==> src/hw/rtl/crtc_pkg.sv <==
// Package with the shared types and codes of the CRT controller command port.
`default_nettype none
package crtc_pkg;

	localparam logic [1:0] KIND_COMMAND = 2'd0;
	localparam logic [1:0] KIND_PARAM   = 2'd1;
	localparam logic [1:0] KIND_MODE    = 2'd2;

	localparam logic [2:0] OP_SET_SCREEN    = 3'd0;
	localparam logic [2:0] OP_START_DISPLAY = 3'd1;
	localparam logic [2:0] OP_LOAD_CURSOR   = 3'd4;

	localparam logic [1:0] PEND_NONE   = 2'd0;
	localparam logic [1:0] PEND_SCREEN = 2'd1;
	localparam logic [1:0] PEND_CURSOR = 2'd2;

	localparam logic [2:0] PARAM_INDEX_MAX = 3'd7;
	localparam logic [2:0] PARAM_INDEX_END = 3'd5;
	localparam logic [2:0] PARAM_LINE_MODE = 3'd1;
	localparam logic [6:0] LINES_24        = 7'd24;

	typedef struct packed {
		logic [1:0] pending_command;
		logic [2:0] param_index;
		logic       line_mode;
		logic       width_mode;
		logic       color_bit;
		logic [1:0] screen_code;
		logic       reverse_bit;
		logic       blank_bit;
		logic       cursor_enable;
		logic [6:0] cursor_col;
		logic [5:0] cursor_row;
	} state_t;

	typedef struct packed {
		logic mode_changed;
		logic color_changed;
		logic attr_invalidate;
		logic cursor_moved;
	} pulse_t;

	localparam state_t STATE_RESET = '{
		pending_command: PEND_NONE,
		param_index:     3'd0,
		line_mode:       1'b1,
		width_mode:      1'b0,
		color_bit:       1'b1,
		screen_code:     2'd1,
		reverse_bit:     1'b0,
		blank_bit:       1'b0,
		cursor_enable:   1'b0,
		cursor_col:      7'd0,
		cursor_row:      6'd0
	};

endpackage
`default_nettype wire

==> src/hw/rtl/crtc_decode.sv <==
// Port write decoder that computes the next controller state and the side-effect pulses.
`default_nettype none
module crtc_decode (
	input  wire crtc_pkg::state_t state,
	input  wire logic [1:0]       kind,
	input  wire logic [7:0]       value,
	output crtc_pkg::state_t      state_next,
	output crtc_pkg::pulse_t      pulse
);

	logic       lm;
	logic [2:0] cnt;

	always_comb begin
		state_next = state;
		pulse      = '0;
		cnt        = state.param_index;
		lm         = (value[6:0] == crtc_pkg::LINES_24);
		case (kind)
			crtc_pkg::KIND_COMMAND: begin
				case (value[7:5])
					crtc_pkg::OP_SET_SCREEN: begin
						state_next.pending_command = crtc_pkg::PEND_SCREEN;
						state_next.param_index     = 3'd0;
						state_next.blank_bit       = 1'b1;
					end
					crtc_pkg::OP_START_DISPLAY: begin
						state_next.reverse_bit = value[0];
						state_next.blank_bit   = 1'b0;
						pulse.attr_invalidate  = 1'b1;
					end
					crtc_pkg::OP_LOAD_CURSOR: begin
						state_next.pending_command = crtc_pkg::PEND_CURSOR;
						state_next.param_index     = 3'd0;
						state_next.cursor_enable   = value[0];
					end
					default: begin
						state_next.pending_command = crtc_pkg::PEND_NONE;
						state_next.param_index     = 3'd0;
					end
				endcase
			end
			crtc_pkg::KIND_PARAM: begin
				if (cnt != crtc_pkg::PARAM_INDEX_MAX) begin
					state_next.param_index = cnt + 3'd1;
				end
				case (state.pending_command)
					crtc_pkg::PEND_SCREEN: begin
						if (cnt >= crtc_pkg::PARAM_INDEX_END) begin
							state_next.pending_command = crtc_pkg::PEND_NONE;
						end else if (cnt == crtc_pkg::PARAM_LINE_MODE && lm != state.line_mode) begin
							state_next.line_mode   = lm;
							state_next.screen_code = {state.width_mode, lm};
							pulse.mode_changed     = 1'b1;
							pulse.attr_invalidate  = 1'b1;
						end
					end
					crtc_pkg::PEND_CURSOR: begin
						if (cnt == 3'd0) begin
							state_next.cursor_col = value[6:0];
						end else begin
							state_next.cursor_row      = value[5:0];
							state_next.pending_command = crtc_pkg::PEND_NONE;
						end
						pulse.cursor_moved = 1'b1;
					end
					default: begin
					end
				endcase
			end
			crtc_pkg::KIND_MODE: begin
				if (value[0] != state.width_mode) begin
					state_next.width_mode  = value[0];
					state_next.screen_code = {value[0], state.line_mode};
					pulse.mode_changed     = 1'b1;
				end
				if (value[1] != state.color_bit) begin
					state_next.color_bit = value[1];
					pulse.color_changed  = 1'b1;
				end
				pulse.attr_invalidate = pulse.mode_changed | pulse.color_changed;
			end
			default: begin
			end
		endcase
	end

endmodule
`default_nettype wire

==> src/hw/rtl/crt_controller_command_port.sv <==
// Top level of the CRT controller command port: input register, state and result register.
//
//   channel  | handshake          | payload
//   ---------+--------------------+------------------------------------------------
//   in       | in_valid, in_stall | kind, value
//   out      | out_valid, out_stall | screen_mode .. cursor_moved (one per write)
//
// Each write passes through the input register and then the result register. A new
// write can be accepted every cycle unless a stalled result holds the input register.
// The controller state updates as a write moves into the result register, so the
// following write already decodes against it. Reset puts the controller state and
// valid flags at defined values; in_stall rises only while a result is stalled.
`default_nettype none
module crt_controller_command_port (
	input  wire  logic       clk,
	input  wire  logic       arst_n,
	input  wire  logic       in_valid,
	output logic             in_stall,
	input  wire  logic [1:0] kind,
	input  wire  logic [7:0] value,
	output logic             out_valid,
	input  wire  logic       out_stall,
	output logic [1:0]       screen_mode,
	output logic             color_mode,
	output logic             reverse_video,
	output logic             text_blanked,
	output logic             cursor_on,
	output logic [6:0]       cursor_x,
	output logic [5:0]       cursor_y,
	output logic             mode_changed,
	output logic             color_changed,
	output logic             attr_invalidate,
	output logic             cursor_moved
);

	logic             valid_s1;
	logic [1:0]       kind_s1;
	logic [7:0]       value_s1;
	logic             valid_s2;
	crtc_pkg::state_t result_s2;
	crtc_pkg::pulse_t pulse_s2;
	crtc_pkg::state_t state_q;
	crtc_pkg::state_t state_next;
	crtc_pkg::pulse_t pulse_next;
	logic             advance;

	assign advance  = valid_s1 && (!valid_s2 || !out_stall);
	assign in_stall = valid_s1 && !advance;

	crtc_decode u_decode (
		.state      (state_q),
		.kind       (kind_s1),
		.value      (value_s1),
		.state_next (state_next),
		.pulse      (pulse_next)
	);

	always_ff @(posedge clk or negedge arst_n) begin
		if (!arst_n) begin
			valid_s1 <= 1'b0;
			valid_s2 <= 1'b0;
			state_q  <= crtc_pkg::STATE_RESET;
		end else begin
			if (!in_stall) begin
				valid_s1 <= in_valid;
			end
			if (advance) begin
				valid_s2 <= 1'b1;
				state_q  <= state_next;
			end else if (!out_stall) begin
				valid_s2 <= 1'b0;
			end
		end
	end

	always_ff @(posedge clk) begin
		if (!in_stall && in_valid) begin
			kind_s1  <= kind;
			value_s1 <= value;
		end
		if (advance) begin
			result_s2 <= state_next;
			pulse_s2  <= pulse_next;
		end
	end

	assign out_valid       = valid_s2;
	assign screen_mode     = result_s2.screen_code;
	assign color_mode      = result_s2.color_bit;
	assign reverse_video   = result_s2.reverse_bit;
	assign text_blanked    = result_s2.blank_bit;
	assign cursor_on       = result_s2.cursor_enable;
	assign cursor_x        = result_s2.cursor_col;
	assign cursor_y        = result_s2.cursor_row;
	assign mode_changed    = pulse_s2.mode_changed;
	assign color_changed   = pulse_s2.color_changed;
	assign attr_invalidate = pulse_s2.attr_invalidate;
	assign cursor_moved    = pulse_s2.cursor_moved;

endmodule
`default_nettype wire

==> config.mk <==
export PLATFORM = sky130hd
export DESIGN_NAME = crt_controller_command_port
export DESIGN_NICKNAME = d
export VERILOG_FILES = /design/src/hw/rtl/crtc_pkg.sv /design/src/hw/rtl/crtc_decode.sv /design/src/hw/rtl/crt_controller_command_port.sv
export SDC_FILE = /design/constraint.sdc
export NUM_CORES = 1
export LEC_CHECK = 0
export BUFFER_PORTS_ARGS = -buffer_cell sky130_fd_sc_hd__buf_4
export CAP_MARGIN = 20
export CORE_MARGIN = 4
export CORE_UTILIZATION = 56
export DETAILED_ROUTE_END_ITERATION = 10
export HOLD_SLACK_MARGIN = 0.06
export PLACE_DENSITY_LB_ADDON = 0.12
export SETUP_SLACK_MARGIN = 0.02
export SKIP_CTS_REPAIR_TIMING = 1
export SYNTH_ARGS = -nofsm -noshare
export SYNTH_HDL_FRONTEND = slang
export SYNTH_SLANG_ARGS = --single-unit
==> constraint.sdc <==
create_clock -name clk -period 2.45 [get_ports clk]
set_input_delay 0.245 -clock clk [delete_from_list [all_inputs] [get_ports clk]]
set_output_delay 0.245 -clock clk [all_outputs]
set_load 0.01 [all_outputs]
==> results of run 1 <==
## critical path, delay by kind of cell, from the launching register on
kind                     cells  cell delay (ns)
AND/OR/NAND/NOR              2             0.58
flip-flops                   1             0.42
multiplexers                 1             0.39
adder cells (fa/ha/maj)      1             0.25
buffers and inverters        1             0.10
## final cells by class
cell class | count | share of cell area (%)
sequential | 61 | 50.39
multi-input combinational | 139 | 29.16
timing repair buffer | 43 | 9.669
clock buffer | 12 | 4.611
tap | 67 | 2.492
clock inverter | 4 | 2.120
inverter | 14 | 1.562
## routing by layer
metal,track usage [%],vias up
met4,9.091,0
met3,4.931,10
met5,0,-
li1,-,868
met2,29.79,48
met1,25.72,859
## path summary, 6_finish.rpt
path	startpoint	to	depth (start not counted)
max	kind_s1[1]	cursor_y[1]	5
min reg2reg	state_q[11]	state_q[11]	2
max reg2reg	kind_s1[1]	cursor_y[1]	5
min	value[2]	value_s1[2]	1
max in group asynchronous	arst_n	state_q[16]	2
min in group asynchronous	arst_n	state_q[21]	2
## Yosys cell counts, drive strengths merged, types with 4 or more instances
cell type | number | area, sq um
inv | 13 | 48.80
dfrtp | 25 | 625.6
and3 | 4 | 26.28
o21ai | 8 | 40.04
mux2 | 24 | 270.3
edfxtp | 33 | 991.0
ha | 10 | 125.1
mux2i | 4 | 40.04
nor2 | 5 | 18.77
nand2 | 43 | 161.4
nor3 | 4 | 25.02
nand3 | 8 | 45.04
## state kept, by name, summed over array words and instances, names as in the netlist, 2 cells and up
register	flops
value_s1	8
cursor_y	6
cursor_x	7
kind_s1	2
state_q	26
screen_mode	2
## power breakdown
part	total, mW	internal [mW]	switching [mW]
Clock	0.995	0.625	0.369
Sequential	1.50	1.37	0.130
Combinational	0.676	0.348	0.328
Total	3.17	2.34	0.827
## placed cells by master (no fill, tap or decap), types with 3 or more instances in the layout
cell type,n
nand2b_1,3
and3_1,3
nor3_1,3
buf_4,42
o21ai_0,8
nand3_1,7
nand2_1,43
mux2i_1,4
nor2b_1,3
nor2_1,5
dfstp_2,3
clkbuf_8,11
dfrtp_1,25
edfxtp_1,33
ha_1,10
inv_1,13
mux2_2,24
## kinds of logic after synthesis
group / share of synthesized area (%)
AND/OR/NAND/NOR: 13.85
flip-flops: 61.73
multiplexers: 11.30
AO/OA/AOI/OAI: 4.784
buffers and inverters: 2.551
adder cells (fa/ha/maj): 4.556
XOR/XNOR: 1.230
## per-stage QoR
| stage | std cells | power, mW | area, sq um | hold WS (ns) |
|---|---|---|---|---|
| final | 340 | 3.170 | 3364 | 0.08257 |
| after global routing | 340 | 3.361 | 3364 | 0.06176 |
| after CTS | 339 | 3.196 | 3354 | -0.1724 |
| after detailed placement | 323 | 2.195 | 3128 | 0.1932 |
| after global placement | 323 | 2.170 | 3128 | 0.1921 |
| after floorplan | 218 | 1.931 | 2746 | -0.05059 |
==> results.py, run 1 <==
metrics = {
    "routing": {
        "drc": 0,
        "vias_per_cell": 5.250,
        "met2WireLength_um": 2503,
        "postRouteAntennaNets": 0,
        "met3_length_um": 288,
        "via_count": 1785,
        "drt_pass1_iterations": 4,
        "drtIter0Drc": 98,
        "routed_wl_um": 5206,
        "wl_met1_um": 2317,
        "top_layer_used": "met4",
        "wl_per_cell_um": 15.31,
    },
    "timing": {
        "finalWorstSetupSlack_ns": 0.4592,
        "slew_viol_final": 0,
        "rsz0062_at_grt": "false",
        "min_period_over_period_pct": 81.26,
        "setup_viol": 0,
        "min_period_ns": 1.991,
        "tightestPinTransition_ns": 0.5185,
        "skew_ns": 0.01087,
        "report.final.hold_viol_count": 0,
        "fmax_ghz": 0.5023,
        "setup_tns_ns": 0,
        "slew_headroom_pct": 65.30,
    },
    "critical_path": {
        "slowest_stage": "nor2_1",
        "crit_chain": "inv_1 -> ha_1 -> nand2_1 -> nor2_1 -> mux2_2",
        "worstPathRequired_ns": 2.53,
        "worst-setup-path-type": "reg -> reg",
        "end_kind": "flip-flop",
        "max_stage_delay_ns": 0.44,
        "worstPathArrival_ns": 2.07,
        "rrSetupSlack_ns": 0.46,
        "critPathLaunchType": "flip-flop",
        "cp_max_fo": 6,
    },
    "grt": {
        "first_global_vias": 1808,
        "grt-ovfl-total": 0,
        "grt_max_degree": 29,
        "antenna_found_initial": 0,
        "grtUsageTotal_pct": 19.31,
        "grt_pass1_wl_um": 8776,
    },
    "logic_synthesis": {
        "ys_seq_area_share_pct": 61.73,
        "synth_cell_types": 39,
        "synth_cells": 218,
        "synthArstFlopShare_pct": 45.90,
        "avgSynthCellArea_sq_um": 12.60,
        "synth_edf_count": 33,
        "netlist_area_sq_mm": 0.002746,
        "synth_flop_cell": "edfxtp_1",
        "ys_ff_latch": 61,
        "syn_nets": 242,
        "ys_warn_count": 0,
    },
    "placement": {
        "place_ws_ns": 0.4514,
        "place_congestion": 0.7925,
        "hpwlAfterDp_um": 3668,
        "portBuffers": 38,
    },
    "clock_tree": {
        "clkTransAtPathRegs_ns": 0.07,
        "clock_latency_ns": 0.33,
        "htree_levels": 3,
        "cts_buffers": 9,
        "root_buffer": "clkbuf_8",
        "clock_sinks": 61,
        "clockBufferDepth": 2,
        "cts_tree": "built",
    },
    "die": {
        "core.rowCount": 25,
        "start_util_pct": 58.15,
        "die_w_um": 78.03,
        "coreArea_sq_mm": 0.004723,
        "dieArea_sq_mm": 0.006089,
        "die_y_um": 78.03,
        "io_pins": 39,
    },
    "layout": {
        "regArea_sq_mm": 0.001695,
        "multi_input_area_sq_um": 980.9,
        "final_layout_size_suffix_gt1_share_pct": 32.60,
        "fill_cells": 352,
        "nNetsFinal": 292,
        "utilization_pct": 71.23,
        "antenna_cells": 0,
        "syn_to_final_growth_pct": 22.51,
    },
    "power": {
        "p_leak_nw": 1.518,
        "pwr_density_cell_mw_per_mm2": 942.1,
        "peakVddDrop_v": 0.0006577,
    },
    "run": {
        "max-cap-violations": 0,
    },
    "worst_hold_path": {
        "hold_class": "in -> reg",
    },
    "status": {
        "status": "finished, final reports clean",
    },
}
No activity file was read; power rests on OpenSTA's default activity.
==> inputs of run 2 (changes only) <==
- ABC_AREA: default -> 1
- clock period: 2.45 -> 1.9 ns (I/O delays scaled with it)
==> results.py, run 2 <==
metrics = {
    "status": {
        "status": "finished, final reports clean",
    },
    "routing": {
        "drt_pass1_iterations": 4,
        "routed_wl_um": 5385,
        "wl_per_cell_um": 13.07,
        "drtIter0Drc": 146,
        "postRouteAntennaNets": 0,
        "drc": 0,
        "vias_per_cell": 5.078,
        "via_count": 2092,
    },
    "die": {
        "die_y_um": 78.02,
        "dieArea_sq_mm": 0.006086,
        "io_pins": 39,
        "core.rowCount": 25,
        "coreArea_sq_mm": 0.004723,
        "die_w_um": 78.02,
        "start_util_pct": 58.12,
    },
    "critical_path": {
        "worstPathArrival_ns": 1.73,
        "crit_chain": "inv_1 -> ha_1 -> nand2_1 -> inv_2 -> nand3_4 -> nand2_1 -> o21ai_2",
        "slowest_stage": "edfxtp_1",
        "end_kind": "flip-flop",
        "critPathTopFamily": "flip-flops",
        "cp_common_cell": "nand2_1",
        "worst-setup-path-type": "reg -> reg",
        "critPathLaunchType": "flip-flop",
        "worstPathRequired_ns": 1.98,
        "max_stage_delay_ns": 0.43,
        "cp_max_fo": 15,
        "crit_buf_inv": 2,
    },
    "grt": {
        "antenna_found_initial": 0,
        "grt_max_degree": 32,
        "grtUsageTotal_pct": 19.63,
        "grt_pass1_wl_um": 9066,
        "first_global_vias": 1952,
        "grt-ovfl-total": 0,
    },
    "timing": {
        "setup_tns_ns": 0,
        "fmax_ghz": 0.6073,
        "setup_viol": 0,
        "tightestPinTransition_ns": 0.3784,
        "report.final.hold_viol_count": 0,
        "slew_headroom_pct": 74.78,
        "rsz0062_at_grt": "false",
        "min_period_ns": 1.647,
        "skew_ns": 0.006941,
        "holdWs_ns": 0.07439,
        "finalWorstSetupSlack_ns": 0.2534,
        "min_period_over_period_pct": 86.66,
        "slew_viol_final": 0,
    },
    "placement": {
        "place_congestion": 0.9390,
        "place_ws_ns": 0.1799,
        "place_inst": 385,
        "portBuffers": 38,
        "place_area_sq_mm": 0.003108,
        "hpwlAfterDp_um": 3735,
    },
    "logic_synthesis": {
        "netlist_area_sq_mm": 0.002745,
        "ys_warn_count": 0,
        "synthArstFlopShare_pct": 45.90,
        "synth_flop_cell": "edfxtp_1",
        "synth_cells": 283,
        "synth_area_leaders": "edfxtp_1 (36%), dfrtp_1 (23%), nand2_1 (13%)",
        "avgSynthCellArea_sq_um": 9.700,
        "synth_area_leader_cell": "edfxtp_1",
        "synth.cells.most_frequent": "nand2_1 (95), edfxtp_1 (33), dfrtp_1 (25)",
        "ys_ff_latch": 61,
        "ys_seq_area_share_pct": 61.76,
        "synth_cell_types": 26,
        "syn_nets": 307,
        "synth_top_area_share_pct": 36.10,
        "synth.most_common_cell": "nand2_1",
        "synth_edf_count": 33,
    },
    "run": {
        "max-cap-violations": 0,
    },
    "clock_tree": {
        "clock_latency_ns": 0.33,
        "clkTransAtPathRegs_ns": 0.06,
        "htree_levels": 3,
        "root_buffer": "clkbuf_8",
        "clockBufferDepth": 2,
        "cts_buffers": 9,
        "clock_sinks": 61,
        "cts_tree": "built",
    },
    "power": {
        "peakVddDrop_v": 0.0007112,
        "p_int_mw": 2.710,
        "swShare_pct": 30.71,
        "p_sw_mw": 1.201,
        "seq_power_share_pct": 50.2,
        "power_frac_comb_pct": 24.8,
        "power_mw": 3.911,
        "pwr_density_cell_mw_per_mm2": 1154,
        "p_leak_nw": 1.603,
        "p_clk_share_pct": 25.0,
    },
    "layout": {
        "max_flop_register": "state_q",
        "antenna_cells": 0,
        "final_area_sq_mm": 0.003391,
        "utilization_pct": 71.79,
        "largest_reg_flops": 26,
        "final_cell_mix": "nand2_1 (94), buf_4 (42), edfxtp_1 (33), dfrtp_1 (25), inv_1 (24)",
        "syn_to_final_growth_pct": 23.52,
        "stdcell_count": 412,
        "final_layout_size_suffix_gt1_share_pct": 22.61,
        "nNetsFinal": 364,
        "layout_commonest_cell": "nand2_1",
    },
    "worst_hold_path": {
        "hold_class": "in -> reg",
    },
}
==> run 2: cell types whose count changed in the layout (fill, tap and decap cells not counted), moves of 4 or more <==
cell and delta:
dlygate4sd3_1 +10, nand2_1 +51, nand2_2 +4, inv_2 +10
nor2_1 +10, mux2_2 -24, o21ai_1 +16, nand3_1 +5
inv_1 +11
==> run 2: layer usage <==
| layer | GRT usage [%] | share of wire (%) | vias to the layer above |
|---|---|---|---|
| li1 | - | - | 1031 |
| met1 | 25.83 | 44 | 993 |
| met2 | 30.82 | 48 | 57 |
| met3 | 3.555 | 5.1 | 11 |
| met4 | 11.01 | 2.3 | 0 |
| met5 | 0 | 0 | - |
==> run 2: final cells by class <==
| type | count | area [sq um] |
|---|---|---|
| sequential | 61 | 1695 |
| fill | 363 | 1333 |
| multi-input combinational | 181 | 895.9 |
| timing repair buffer | 53 | 425.4 |
| clock buffer | 13 | 148.9 |
| inverter | 34 | 127.6 |
| tap | 67 | 83.83 |
| clock inverter | 3 | 13.76 |
==> run 2: cell families (layout without fill, tap and decap cells) <==
family | count (synthesis) | count (layout) | synth area share (%)
buffers and inverters | 41 | 103 | 5.971
AOI/OAI and AO/OA | 36 | 36 | 7.384
and+or+nand+nor | 134 | 134 | 19.96
adders and majority gates | 10 | 10 | 4.558
DFF | 61 | 61 | 61.76
muxes | 1 | 1 | 0.3646
==> run 2: tightest hold or removal path, stage by stage <==
cell and delay, ns:
buf_4 0.08, nand2_1 0.05, nand2_1 0.05
==> run 2: power groups by stage <==
stage	Clock (mW)	Combinational [mW]	Sequential, mW
3_3_place_gp	0	0.902	1.98
6_report	0.976	0.970	1.97
3_5_place_dp	0	0.941	1.98
2_1_floorplan	0	0.560	2.01
4_1_cts	0.988	0.946	1.96
5_1_grt	1.06	1.11	2.01
==> run 2: path summary, 6_finish.rpt <==
kind	startpoint	end	slack (ns)	cells after the start
setup / recovery	kind_s1[1]	cursor_x[4]	0.25	7
hold / removal	in_valid	valid_s1	0.07	3
setup reg to reg	kind_s1[1]	cursor_x[4]	0.25	7
hold reg to reg	state_q[10]	state_q[10]	0.48	2
max in group asynchronous	arst_n	state_q[16]	1.26	2
min in group asynchronous	arst_n	state_q[22]	0.32	2
